## src/rtl/hcd_pkg.sv

```systemverilog
// Shared types, codes and arithmetic helpers for the Hill cipher decryption block.
package hcd_pkg;

    localparam int MOD_SYM       = 61;
    localparam int MAX_KEY_ORDER = 16;

    localparam logic [1:0] CMD_LOAD  = 2'd0;
    localparam logic [1:0] CMD_PREP  = 2'd1;
    localparam logic [1:0] CMD_BYTE  = 2'd2;
    localparam logic [1:0] CMD_FLUSH = 2'd3;

    localparam logic [1:0] STS_PLAIN    = 2'd0;
    localparam logic [1:0] STS_READY    = 2'd1;
    localparam logic [1:0] STS_SINGULAR = 2'd2;
    localparam logic [1:0] STS_NO_KEY   = 2'd3;

    typedef struct packed {
        logic [1:0] cmd;
        logic [3:0] row;
        logic [3:0] col;
        logic [5:0] val;
        logic [5:0] sym;
    } hcd_req_t;

    typedef logic [5:0] inv_tab_t [64];

    function automatic inv_tab_t build_inv_table();
        inv_tab_t t;
        for (int a = 0; a < 64; a++) begin
            t[a] = '0;
            for (int b = 1; b < MOD_SYM; b++) begin
                if (((a % MOD_SYM) * b) % MOD_SYM == 1) begin
                    t[a] = 6'(b);
                end
            end
        end
        return t;
    endfunction

    localparam inv_tab_t INV_TABLE = build_inv_table();

    // Reduction uses 64 = 3 (mod 61) twice, then one conditional subtract.
    function automatic logic [5:0] mod61(input logic [12:0] x);
        logic [8:0] y;
        logic [6:0] z;
        y = 9'(x[12:6]) * 9'd3 + 9'(x[5:0]);
        z = 7'(y[8:6]) * 7'd3 + 7'(y[5:0]);
        return (z >= 7'd61) ? 6'(z - 7'd61) : 6'(z);
    endfunction

    function automatic logic [5:0] byte_to_sym(input logic [7:0] b);
        logic [5:0] s;
        case (b) inside
            [8'h41:8'h5A]: s = 6'(b - 8'd64);
            [8'h61:8'h7A]: s = 6'(b - 8'd70);
            8'h20:         s = 6'd53;
            8'h2E:         s = 6'd54;
            8'h2C:         s = 6'd55;
            8'h3A:         s = 6'd56;
            8'h21:         s = 6'd57;
            8'h3F:         s = 6'd58;
            8'h22:         s = 6'd59;
            8'h0A:         s = 6'd60;
            default:       s = 6'd0;
        endcase
        return s;
    endfunction

    function automatic logic [7:0] sym_to_byte(input logic [5:0] s);
        logic [7:0] b;
        case (s) inside
            [6'd1:6'd26]:  b = 8'(s) + 8'd64;
            [6'd27:6'd52]: b = 8'(s) + 8'd70;
            6'd53:         b = 8'h20;
            6'd54:         b = 8'h2E;
            6'd55:         b = 8'h2C;
            6'd56:         b = 8'h3A;
            6'd57:         b = 8'h21;
            6'd58:         b = 8'h3F;
            6'd59:         b = 8'h22;
            6'd60:         b = 8'h0A;
            default:       b = 8'h00;
        endcase
        return b;
    endfunction

endpackage

```

## src/rtl/hcd_front.sv

```systemverilog
// Front end: accepts requests, classifies them and queues them for the back end.
module hcd_front (
    input  logic             aclk,
    input  logic             aresetn,
    input  logic             s_tvalid,
    output logic             s_tready,
    input  logic [23:0]      s_tdata,   // key_row, key_col, key_value, in_byte
    input  logic [1:0]       s_tuser,   // command
    output logic             req_valid,
    output hcd_pkg::hcd_req_t req,
    input  logic             req_ready
);
    import hcd_pkg::*;

    hcd_req_t   q_reg [2];
    logic       wr_ptr_reg;
    logic       rd_ptr_reg;
    logic [1:0] cnt_reg;
    hcd_req_t   entry;
    logic       push;
    logic       pop;

    always_comb begin
        entry.cmd = s_tuser;
        entry.row = s_tdata[3:0];
        entry.col = s_tdata[7:4];
        entry.val = (s_tdata[13:8] >= 6'd61) ? 6'(s_tdata[13:8] - 6'd61) : s_tdata[13:8];
        entry.sym = byte_to_sym(s_tdata[21:14]);
    end

    assign s_tready  = (cnt_reg != 2'd2);
    assign req_valid = (cnt_reg != 2'd0);
    assign req       = q_reg[rd_ptr_reg];
    assign push      = s_tvalid & s_tready;
    assign pop       = req_valid & req_ready;

    always_ff @(posedge aclk) begin
        if (push) begin
            q_reg[wr_ptr_reg] <= entry;
        end
    end

    always_ff @(posedge aclk) begin
        if (!aresetn) begin
            wr_ptr_reg <= 1'b0;
            rd_ptr_reg <= 1'b0;
            cnt_reg    <= 2'd0;
        end else begin
            if (push) begin
                wr_ptr_reg <= ~wr_ptr_reg;
            end
            if (pop) begin
                rd_ptr_reg <= ~rd_ptr_reg;
            end
            cnt_reg <= 2'(cnt_reg + {1'b0, push} - {1'b0, pop});
        end
    end

endmodule

```

## config.mk

```make
export PLATFORM = sky130hd
export DESIGN_NAME = hcd_front
export DESIGN_NICKNAME = d
export VERILOG_FILES = /design/src/rtl/hcd_pkg.sv /design/src/rtl/hcd_front.sv
export SDC_FILE = /design/constraint.sdc
export NUM_CORES = 1
export LEC_CHECK = 0
export ABC_AREA = 1
export BUFFER_PORTS_ARGS = -buffer_cell sky130_fd_sc_hd__clkbuf_2
export CAP_MARGIN = 20
export CORE_MARGIN = 4
export CORE_UTILIZATION = 40
export DETAILED_ROUTE_END_ITERATION = 8
export PLACE_DENSITY = 0.61
export REMOVE_ABC_BUFFERS = 1
export SLEW_MARGIN = 40
export SYNTH_ARGS = -nofsm -noshare
export SYNTH_HDL_FRONTEND = slang
export SYNTH_SLANG_ARGS = --single-unit
export TNS_END_PERCENT = 30
```

## constraint.sdc

```tcl
create_clock -name aclk -period 2.45 [get_ports aclk]
set_input_delay 0.1225 -clock aclk [delete_from_list [all_inputs] [get_ports aclk]]
set_output_delay 0.1225 -clock aclk [all_outputs]
set_load 0.05 [all_outputs]
```

---- After elaboration in Yosys (flattened, before gate mapping) ----
Memory sizes are Yosys's and may differ from the RTL's. A register that Yosys moved wholly into a read port is not among the register bits.
Index checks and enable logic that the tools add are counted.
storage, ports and cells
  bits in writable memories ............... 44
  output and inout bits ................... 24
  register bits ........................... 4
  bits of input ports ..................... 30
  latch bits .............................. 0
  memories kept ........................... 1
  bits in read-only memories .............. 0
memories
  memory  words  width  read ports  clocked after memory_dff  write ports  line             text
  q_reg   2      22     1           1                         1            hcd_front.sv:15  hcd_req_t q_reg [2];
cells by class
  bitwise operators ....................... 4
  eq/ne operators ......................... 9
  magnitude comparators ................... 5
  $add $sub $neg .......................... 5
  divide/modulo/power cells ............... 0
  $mul .................................... 0
  shift operators ......................... 0
  mux-type cells .......................... 15
  reductions and logical operators ........ 3
operator list
  kind                                                                                  count
  6-bit 2-to-1 mux                                                                      11
  8-bit by 6-bit == test with 1-bit output (second input constant)                      7
  8-bit by 7-bit greater-or-equal comparator with 1-bit output (second input constant)  2
  8-bit by 7-bit less-or-equal comparator with 1-bit output (second input constant)     2
  8-bit by 4-bit == test with 1-bit output (second input constant)                      1
  6-bit greater-or-equal comparator (second input constant)                             1
  6-bit by 1-bit subtractor with 6-bit output (second input constant)                   1
  6-bit by 3-bit subtractor with 6-bit output (second input constant)                   1
  6-bit subtractor (second input constant)                                              1
  1-bit 2-to-1 mux                                                                      4
  2-bit by 1-bit adder with 2-bit output                                                1
  1-bit AND                                                                             2
  1-bit logical AND                                                                     2
  2-bit != test (second input constant)                                                 1
  1-bit NOT                                                                             2
  2-bit nonzero test                                                                    1
  2-bit by 1-bit subtractor with 2-bit output                                           1

---- Depth between registers and ports, before layout ----
Gate-level depths: netlist of the first run.
  depth in word-level cells ............... 11
  mapped depth ............................ 10

---- Worst setup path before layout of the first run ----
No wires, ideal clock.
  kind .................................... reg2reg
  from .................................... register cnt_reg[0]
  to ...................................... memory q_reg[0][0] (netlist bit) (enable)
  data arrival time ....................... 1.898 ns
  buffers on the path ..................... 0
  period minus slack after synthesis ...... 2.298 ns
  setup slack ............................. 0.152 ns
  cell stages (with the launch flop) ...... 5
  cell sequence ........................... dfxtp_1 > inv_1 > nand2_1 > nand2_1 > nor2_1
on the way
  cells in the longest elaborated chain, start to end .. 4
ends and longest elaborated chain
  item                                    line             text
  start, declared                         hcd_front.sv:18  logic [1:0] cnt_reg;
  start signal, assigned                  hcd_front.sv:55  cnt_reg <= 2'(cnt_reg + {1'b0, push} - {1'b0, pop});
  2-bit != test                           hcd_front.sv:31  assign s_tready = (cnt_reg != 2'd2);
  via s_tready                            hcd_front.sv:6   output logic s_tready,
  1-bit AND                               hcd_front.sv:34  assign push = s_tvalid & s_tready;
  1-bit 2-to-1 mux                        hcd_front.sv:38  if (push) begin
  1-bit 2-to-1 mux (implied by the code)  hcd_front.sv:39  q_reg[wr_ptr_reg] <= entry;
  end, declared                           hcd_front.sv:15
The timed path passes the listed nets, and every way through them passes these cells.

==> results.json, run 1 <==
{
  "viasPerCell": 4.734,
  "clock_skew_ns": 0.004828,
  "grt_antenna_before_repair": 0,
  "critPathLaunchType": "flip-flop",
  "area_growth_pct": 18.98,
  "die_area_mm2": 0.007210,
  "largest_reg_flops": 44,
  "async_flop_share_pct": 0,
  "antenna_cells": 0,
  "crit_buf_inv": 2,
  "finalSetupViolCount": 0,
  "insertion_delay_ns": 0.29,
  "intPower_mw": 1.572,
  "power_density_mw_per_mm2": 933.0,
  "layout_setup_ws_ns": 0.8010,
  "ys_seq_elements": 49,
  "die_h_um": 84.91,
  "placed_cells": 328,
  "max_freq_mhz": 606.4,
  "synth_top_cell_area_share_pct": 55.84,
  "h-tree-depth": 2,
  "grt_max_degree": 23,
  "die_x_um": 84.91,
  "drt-wirelength-per-cell_um": 12.74,
  "fin_cells": 335,
  "netSwitchingFraction_pct": 40.17,
  "crit_type": "flip-flop to output pin",
  "dp_slack_ns": 0.8919,
  "grt-busiest-layer": "met2",
  "synth-edff-count": 44,
  "cts_tree": "built",
  "cts-root-buf": "clkbuf_8",
  "placed_cell_area_mm2": 0.002735,
  "hold_ws_ns": 0.02281,
  "cp_slowest_stage_delay_ns": 0.39,
  "drc_errors": 0,
  "grt_pass1_vias": 1597,
  "drt.antenna.violating_nets": 0,
  "vias": 1586,
  "clk_pin_slew_ns": 0.08,
  "initial_core_util_pct": 42.19,
  "cellLeakagePower_nw": 1.197,
  "io_buffers": 51,
  "synth_warnings": 0,
  "met2_usage_pct": 21.64,
  "drt_iter0_markers": 51,
  "seq_power_share_pct": 42.2,
  "seqCellArea_mm2": 0.001421,
  "worstSetupEndpointType": "output pin",
  "layout-drive-gt1-share_pct": 35.74,
  "syn_inst": 206,
  "syn_area_per_cell_um2": 11.49,
  "fillers": 511,
  "cp.arrival_ns": 1.53,
  "overflow": 0,
  "ys.flop_type": "edfxtp_1",
  "ir_drop_uv": 442.2,
  "hold_path.class": "primary input to flip-flop",
  "power.switching_mw": 1.055,
  "syn_area_mm2": 0.002366,
  "cts_made_buffers": 5,
  "io_pins": 54,
  "cts_resized": 0,
  "cap_violations": 0,
  "final_nets": 299,
  "ys_types": 29,
  "slew_viol_final": 0,
  "grt_usage_pct": 12.65,
  "synth_top_area_cell": "edfxtp_1",
  "met3_usage_pct": 2.816,
  "cp_max_fo": 22,
  "holdBufCountCts": 0,
  "outcome": "finished, final reports clean",
  "place.gp.congestion": 0.8650,
  "crit_chain": "buf_4 > mux2_2 > clkbuf_2",
  "maxSlewHeadroom_pct": 64.26,
  "timing.final.crit_share_pct": 67.31,
  "tightest_slew_ns": 0.5356,
  "met1_usage_pct": 15.67,
  "netlist_top_cells_area": "edfxtp_1 (56%), mux2_2 (10%), nand2_1 (4.9%), dfxtp_1 (4.2%), nand3_1 (4.0%)",
  "cpMaxStageDelayCell": "mux2_2",
  "cpLargestDelayFamily": "buffers and inverters",
  "grt_pass1_wl_um": 7320,
  "tns_ns": 0,
  "min_period_ns": 1.649,
  "clock_sinks": 49,
  "yosysMostFrequentCell": "edfxtp_1",
  "hpwlAfterDp_um": 3246,
  "grt_setup_unrepaired": "no",
  "synth_commonest_cells": "edfxtp_1 (44), nand2_1 (31), mux2_2 (22), inv_1 (21), nand3_1 (19)",
  "multi_input_area_um2": 838.3,
  "drt_first_pass_iters": 4,
  "pwr-share-clk_pct": 16.4,
  "postLayoutCellArea_mm2": 0.002815,
  "hold_viol": 0,
  "drt_wl_total_um": 4268,
  "power_frac_comb_pct": 41.4,
  "cts_setup_buffers": 0,
  "cts_max_path_buffers": 2,
  "synth.yosys.seq_area_share_pct": 60.07,
  "core-area_mm2": 0.005608,
  "cp.required_ns": 2.33,
  "rows": 27
}
==> stage by stage <==
| stage | total power, mW | utilization (%) |
|---|---|---|
| after global routing | 2.767 | 50.20 |
| after detailed placement | 2.229 | 48.77 |
| after floorplan | 1.949 | - |
| final | 2.627 | 50.20 |
| after global placement | 2.220 | 48.77 |
| after CTS | 2.666 | 50.20 |
==> cell type report <==
type | instances | area share [%]
inverter | 22 | 2.933
clock inverter | 2 | 0.4000
sequential | 49 | 50.49
clock buffer | 5 | 2.444
timing repair buffer | 54 | 10.76
multi-input combinational | 131 | 29.78
tap | 72 | 3.200
==> placed cells by master, fill, tap and decap left out, drive strengths merged <==
cell / n
nand4: 3
o21bai: 1
buf: 3
clkinv: 1
nand3: 19
mux2: 22
o21ai: 6
and3: 1
dfxtp: 5
clkinvlp: 1
clkbuf: 56
edfxtp: 44
nand2: 34
o21a: 2
xnor2: 2
nor4: 1
inv: 22
a21oi: 10
ha: 6
nor2: 20
nor3: 1
nand3b: 1
xor2: 2
==> power by group through the flow <==
stage | combinational, mW | clock [mW] | sequential [mW]
after global routing | 1.17 | 0.476 | 1.12
after global placement | 1.10 | 0 | 1.12
after detailed placement | 1.10 | 0 | 1.13
after CTS | 1.11 | 0.450 | 1.11
final | 1.09 | 0.430 | 1.11
after floorplan | 0.801 | 0 | 1.15
==> final timing paths <==
| kind | startpoint | endpoint | slack [ns] | depth (start not counted) |
|---|---|---|---|---|
| worst max-delay path | flip-flop | req[1] | 0.80 | 3 |
| worst min-delay path | s_tdata[2] | q_reg[0][18] | 0.02 | 1 |
| worst max register to register | cnt_reg[0] | q_reg[1][13] | 0.90 | 5 |
| worst min register to register | rd_ptr_reg | rd_ptr_reg | 0.46 | 1 |
==> per-layer routing <==
layer  part of all wire, %  wire [um]
met5                     0          0
met1                    45       1937
met3                   4.8        204
met2                    49       2070
met4                   1.3         56
==> logic make-up after synthesis <==
kind of cell | Yosys count | synth area share [%]
muxes | 22 | 10.47
AOI/OAI and AO/OA | 19 | 4.653
buffers and inverters | 26 | 4.707
adders and majority gates | 6 | 3.173
xor gates and xnor gates | 4 | 1.481
and+or+nand+nor | 80 | 15.44
DFF | 49 | 60.07
(Power assumes the default switching activity.)
==> run 2, diff against run 1 <==
- PLACE_DENSITY: 0.61 -> 0.63
- clock period: 2.45 -> 1.5 ns (I/O delays scaled with it)
==> run 2 against run 1 <==
  * Hold slack improved by 0.076 ns
  * Count of clock-buffer cells in the layout unchanged
  * Sequential power grew 66%
==> results.json, run 2 (same netlist as run 1, synthesis figures left out) <==
{
  "outcome": "finished, final reports clean",
  "antenna_cells": 0,
  "overflow": 0,
  "drt_iter0_markers": 50,
  "vias": 1728,
  "cpMaxStageDelayCell": "dfxtp_2",
  "power_density_mw_per_mm2": 1544,
  "cts_tree": "built",
  "die_area_mm2": 0.007210,
  "cts_made_buffers": 5,
  "grt_max_degree": 23,
  "min_period_ns": 1.453,
  "largest_reg_flops": 44,
  "drt.antenna.violating_nets": 0,
  "grt_antenna_before_repair": 0,
  "layout_common_cells": "edfxtp_1 (44), clkbuf_2 (29), nand2_1 (28), mux2_2 (22), nand3_1 (19)",
  "crit_type": "flip-flop to output pin",
  "grt_pass1_vias": 1732,
  "dp_slack_ns": -0.02429,
  "rows": 27,
  "max_freq_mhz": 688.0,
  "clock_sinks": 49,
  "hold_ws_ns": 0.09851,
  "final_nets": 319,
  "insertion_delay_ns": 0.29,
  "die_h_um": 84.91,
  "final_common_cell": "edfxtp_1",
  "clock_skew_ns": 0.005524,
  "critPathLaunchType": "flip-flop",
  "drt_wl_total_um": 4661,
  "ir_drop_uv": 1125,
  "drt-wirelength-per-cell_um": 13.13,
  "hold_start": "s_tdata[11]",
  "cp_max_fo": 9,
  "io_buffers": 51,
  "drc_errors": 0,
  "cts-root-buf": "clkbuf_8",
  "layout_setup_ws_ns": 0.04654,
  "cts_max_path_buffers": 2,
  "die_x_um": 84.91,
  "grt_setup_unrepaired": "yes",
  "initial_core_util_pct": 42.19,
  "grt_pass1_wl_um": 7417,
  "cap_violations": 0,
  "worstSetupEndpointType": "output pin",
  "crit_buf_inv": 2,
  "hpwlAfterDp_um": 3315,
  "hold_viol": 0,
  "hold_path.class": "primary input to flip-flop",
  "timing.final.crit_share_pct": 96.90,
  "placed_cells": 332,
  "r2r-start": "cnt_reg[0]",
  "cp.arrival_ns": 1.38,
  "drt_first_pass_iters": 4,
  "layout-drive-gt1-share_pct": 41.34,
  "grt_usage_pct": 12.75,
  "h-tree-depth": 2,
  "cp_slowest_stage_delay_ns": 0.38,
  "cellLeakagePower_nw": 1.319,
  "place.gp.congestion": 0.8245,
  "finalSetupViolCount": 0,
  "core-area_mm2": 0.005608,
  "area_growth_pct": 32.52,
  "maxSlewHeadroom_pct": 81.36,
  "viasPerCell": 4.868,
  "clk_pin_slew_ns": 0.08,
  "tightest_slew_ns": 0.2807,
  "crit_chain": "buf_6 > mux2_2 > clkbuf_4",
  "io_pins": 54,
  "finalPower_mw": 4.841,
  "fin_cells": 355,
  "slew_viol_final": 0,
  "cp.required_ns": 1.42,
  "cpLargestDelayFamily": "flip-flops"
}
==> run 2: timing repair <==
| item | in CTS | in global routing |
|---|---|---|
| hold buffers | 11 | 0 |
| endpoints found under the hold margin | 21 | 0 |
| gates cloned | 0 | 1 |
| buffers inserted | 0 | 4 |
| setup endpoints to repair | 15 | 23 |
| pin swaps | 1 | 5 |
| resized for setup | 28 | 21 |
==> run 2: final cells by class <==
class	count	area (um2)
flip-flops and latches	49	1428
clock inverters	2	35.03
inverters	22	85.08
repair buffers	74	550.5
multi-input cells	131	878.3
fillers	486	2472
well taps	72	90.09
clock buffers	5	68.82
==> run 2: metrics by stage <==
| step | instance area [um2] | setup TNS [ns] | utilization [%] |
|---|---|---|---|
| 6_report | 3136 | 0 | 55.91 |
| 5_1_grt | 3136 | -0.1421 | 55.91 |
| 4_1_cts | 3042 | -0.005416 | 54.24 |
| 3_5_place_dp | 2765 | -0.02429 | 49.31 |
| 3_3_place_gp | 2765 | 0 | 49.31 |
| 2_1_floorplan | 2337 | -35.67 | - |
==> run 2: power breakdown <==
group	switching [mW]	internal [mW]
logic	1.36	0.770
clock network	0.385	0.484
registers	0.0728	1.76
==> run 2: worst paths after layout <==
kind	endpoint	cells after the start	slack, ns
max reg2reg	cnt_reg[1]	10	0.06
min	q_reg[0][9]	3	0.1
max	req[18]	3	0.05
min reg2reg	flip-flop	1	0.45
==> run 2: layer usage <==
layer	GRT usage (%)	vias up	wire [um]
met3	2.233	2	257
met2	22.42	49	2441
met4	6.475	0	36
met1	14.85	806	1926
met5	0	-	0
li1	-	871	-
==> run 2: tightest hold or removal path, stage by stage <==
cell and delay, ns:
clkbuf_2 0.09, nand2_1 0.06, inv_1 0.06
==> run 3, diff against run 2 <==
- RECOVER_POWER: not set -> 25
==> run 3 against run 2 <==
  * Critical path depth unchanged
  * Largest cell class unchanged
  * Sequential share of layout area grew 0.15 points
  * Non-clock buffer count is the same
  * Final cell count did not move
  * Critical endpoint unchanged
  * Setup slack better by 0.00061 ns
==> results.json, run 3 (same netlist as run 1, synthesis figures left out) <==
{
  "outcome": "finished, final reports clean",
  "hold_path.class": "primary input to flip-flop",
  "cts_made_buffers": 5,
  "drt-wirelength-per-cell_um": 13.11,
  "r2r_slack_ns": 0.06,
  "cp.required_ns": 1.42,
  "clk_pin_slew_ns": 0.08,
  "crit_chain": "buf_6 > mux2_2 > clkbuf_4",
  "core-area_mm2": 0.005608,
  "grt_antenna_before_repair": 0,
  "cp_slowest_stage_delay_ns": 0.38,
  "drc_errors": 0,
  "cp.arrival_ns": 1.38,
  "min_to": "q_reg[0][9]",
  "area_growth_pct": 32.10,
  "hold_path_depth": 3,
  "viasPerCell": 4.862,
  "h-tree-depth": 2,
  "drt_wl_total_um": 4653,
  "largest_reg_flops": 44,
  "cellLeakagePower_nw": 1.300,
  "clock_skew_ns": 0.005558,
  "slew_viol_final": 0,
  "finalPower_mw": 4.837,
  "max_freq_mhz": 688.3,
  "io_pins": 54,
  "drt_first_pass_iters": 4,
  "drt_iter0_markers": 48,
  "cts-root-buf": "clkbuf_8",
  "die_h_um": 84.91,
  "clock_sinks": 49,
  "crit_buf_inv": 2,
  "final_common_cell": "edfxtp_1",
  "grt_max_degree": 23,
  "maxSlewHeadroom_pct": 81.36,
  "crit_type": "flip-flop to output pin",
  "die_x_um": 84.91,
  "antenna_cells": 0,
  "cpMaxStageDelayCell": "dfxtp_2",
  "cts_tree": "built",
  "rows": 27,
  "critPathLaunchType": "flip-flop",
  "placed_cell_area_mm2": 0.002765,
  "io_buffers": 51,
  "finalSetupViolCount": 0,
  "min_period_ns": 1.453,
  "hpwlAfterDp_um": 3315,
  "tightest_slew_ns": 0.2807,
  "postLayoutCellArea_mm2": 0.003126,
  "layout_common_cells": "edfxtp_1 (44), nand2_1 (28), clkbuf_2 (24), mux2_2 (22), nand3_1 (19)",
  "fin_util_pct": 55.73,
  "insertion_delay_ns": 0.29,
  "worstSetupEndpointType": "output pin",
  "layout-drive-gt1-share_pct": 39.22,
  "r2r-start": "cnt_reg[0]",
  "timing.final.crit_share_pct": 96.86,
  "grt_pass1_wl_um": 7417,
  "drt.antenna.violating_nets": 0,
  "die_area_mm2": 0.007210,
  "hold_start": "s_tdata[11]",
  "cts_max_path_buffers": 2,
  "initial_core_util_pct": 42.19,
  "grt_usage_pct": 12.75,
  "power_density_mw_per_mm2": 1548,
  "rr_worst_depth": 10,
  "grt_pass1_vias": 1732,
  "cpLargestDelayFamily": "flip-flops",
  "place.gp.congestion": 0.8245,
  "cp_max_fo": 9,
  "ir_drop_uv": 1123,
  "final_nets": 319,
  "r2r_end": "cnt_reg[1]",
  "vias": 1726,
  "grt_setup_unrepaired": "yes",
  "hold_ws_ns": 0.09870,
  "hold_viol": 0,
  "cap_violations": 0,
  "overflow": 0
}
==> run 3: cell types whose count changed in the layout (fill, tap and decap cells not counted), sizes merged <==
| cell | change |
|---|---|
| buf | -1 |
| clkbuf | +1 |
==> run 3: cell type report <==
class | count | area, um2
well taps | 72 | 90.09
fillers | 488 | 2482
flip-flops and latches | 49 | 1428
repair buffers | 74 | 540.5
multi-input cells | 131 | 878.3
clock inverters | 2 | 35.03
inverters | 22 | 85.08
clock buffers | 5 | 68.82
==> run 3: how the worst max path moves through the flow <==
stage,start,end,slack (ns),depth (start not counted)
after floorplan,cnt_reg[0],q_reg[0][0],-0.80,4
after global placement,cnt_reg[1],cnt_reg[1],0.04,10
after detailed placement,cnt_reg[1],cnt_reg[1],-0.02,10
after CTS,cnt_reg[1],cnt_reg[1],-0.005,10
after global routing,cnt_reg[0],cnt_reg[1],-0.03,10
final,flip-flop,req[18],0.05,3
==> run 3: per-layer routing <==
layer | track usage, % | routed length, um | part of all wire, %
met3 | 2.233 | 257 | 5.5
met1 | 14.85 | 1915 | 41
met4 | 6.475 | 36 | 0.77
met2 | 22.42 | 2444 | 53
met5 | 0 | 0 | 0
==> run 3: worst register-to-register path, cell delays in order, from the launching register on <==
cell	delay [ns]
dfxtp_4	0.35
inv_2	0.06
nand2_2	0.06
nand2_2	0.08
inv_4	0.05
ha_4	0.25
inv_2	0.04
ha_4	0.15
xnor2_2	0.12
o21ai_1	0.12
a21oi_1	0.05
==> run 3: through the flow <==
stage                     std cells  setup slack, ns  setup TNS (ns)
final                           355          0.04715               0
after global routing            355         -0.03126         -0.1421
after CTS                       350        -0.005416       -0.005416
after detailed placement        332         -0.02429        -0.02429
after global placement          332          0.03683               0
after floorplan                 202          -0.7983          -35.67
==> run 3: power breakdown <==
part	switching (mW)	leakage [nW]	internal, mW
clock	0.385	0.0540	0.484
combinational	1.36	0.790	0.768
sequential	0.0728	0.456	1.76
total	1.82	1.30	3.02
==> run 3: timing repair <==
item,CTS,global route
gates resized for setup,28,21
buffers inserted,0,4
hold buffers,11,0
setup endpoints to repair,15,23
pin swaps,1,5
hold endpoints to repair,21,0
cloned,0,1
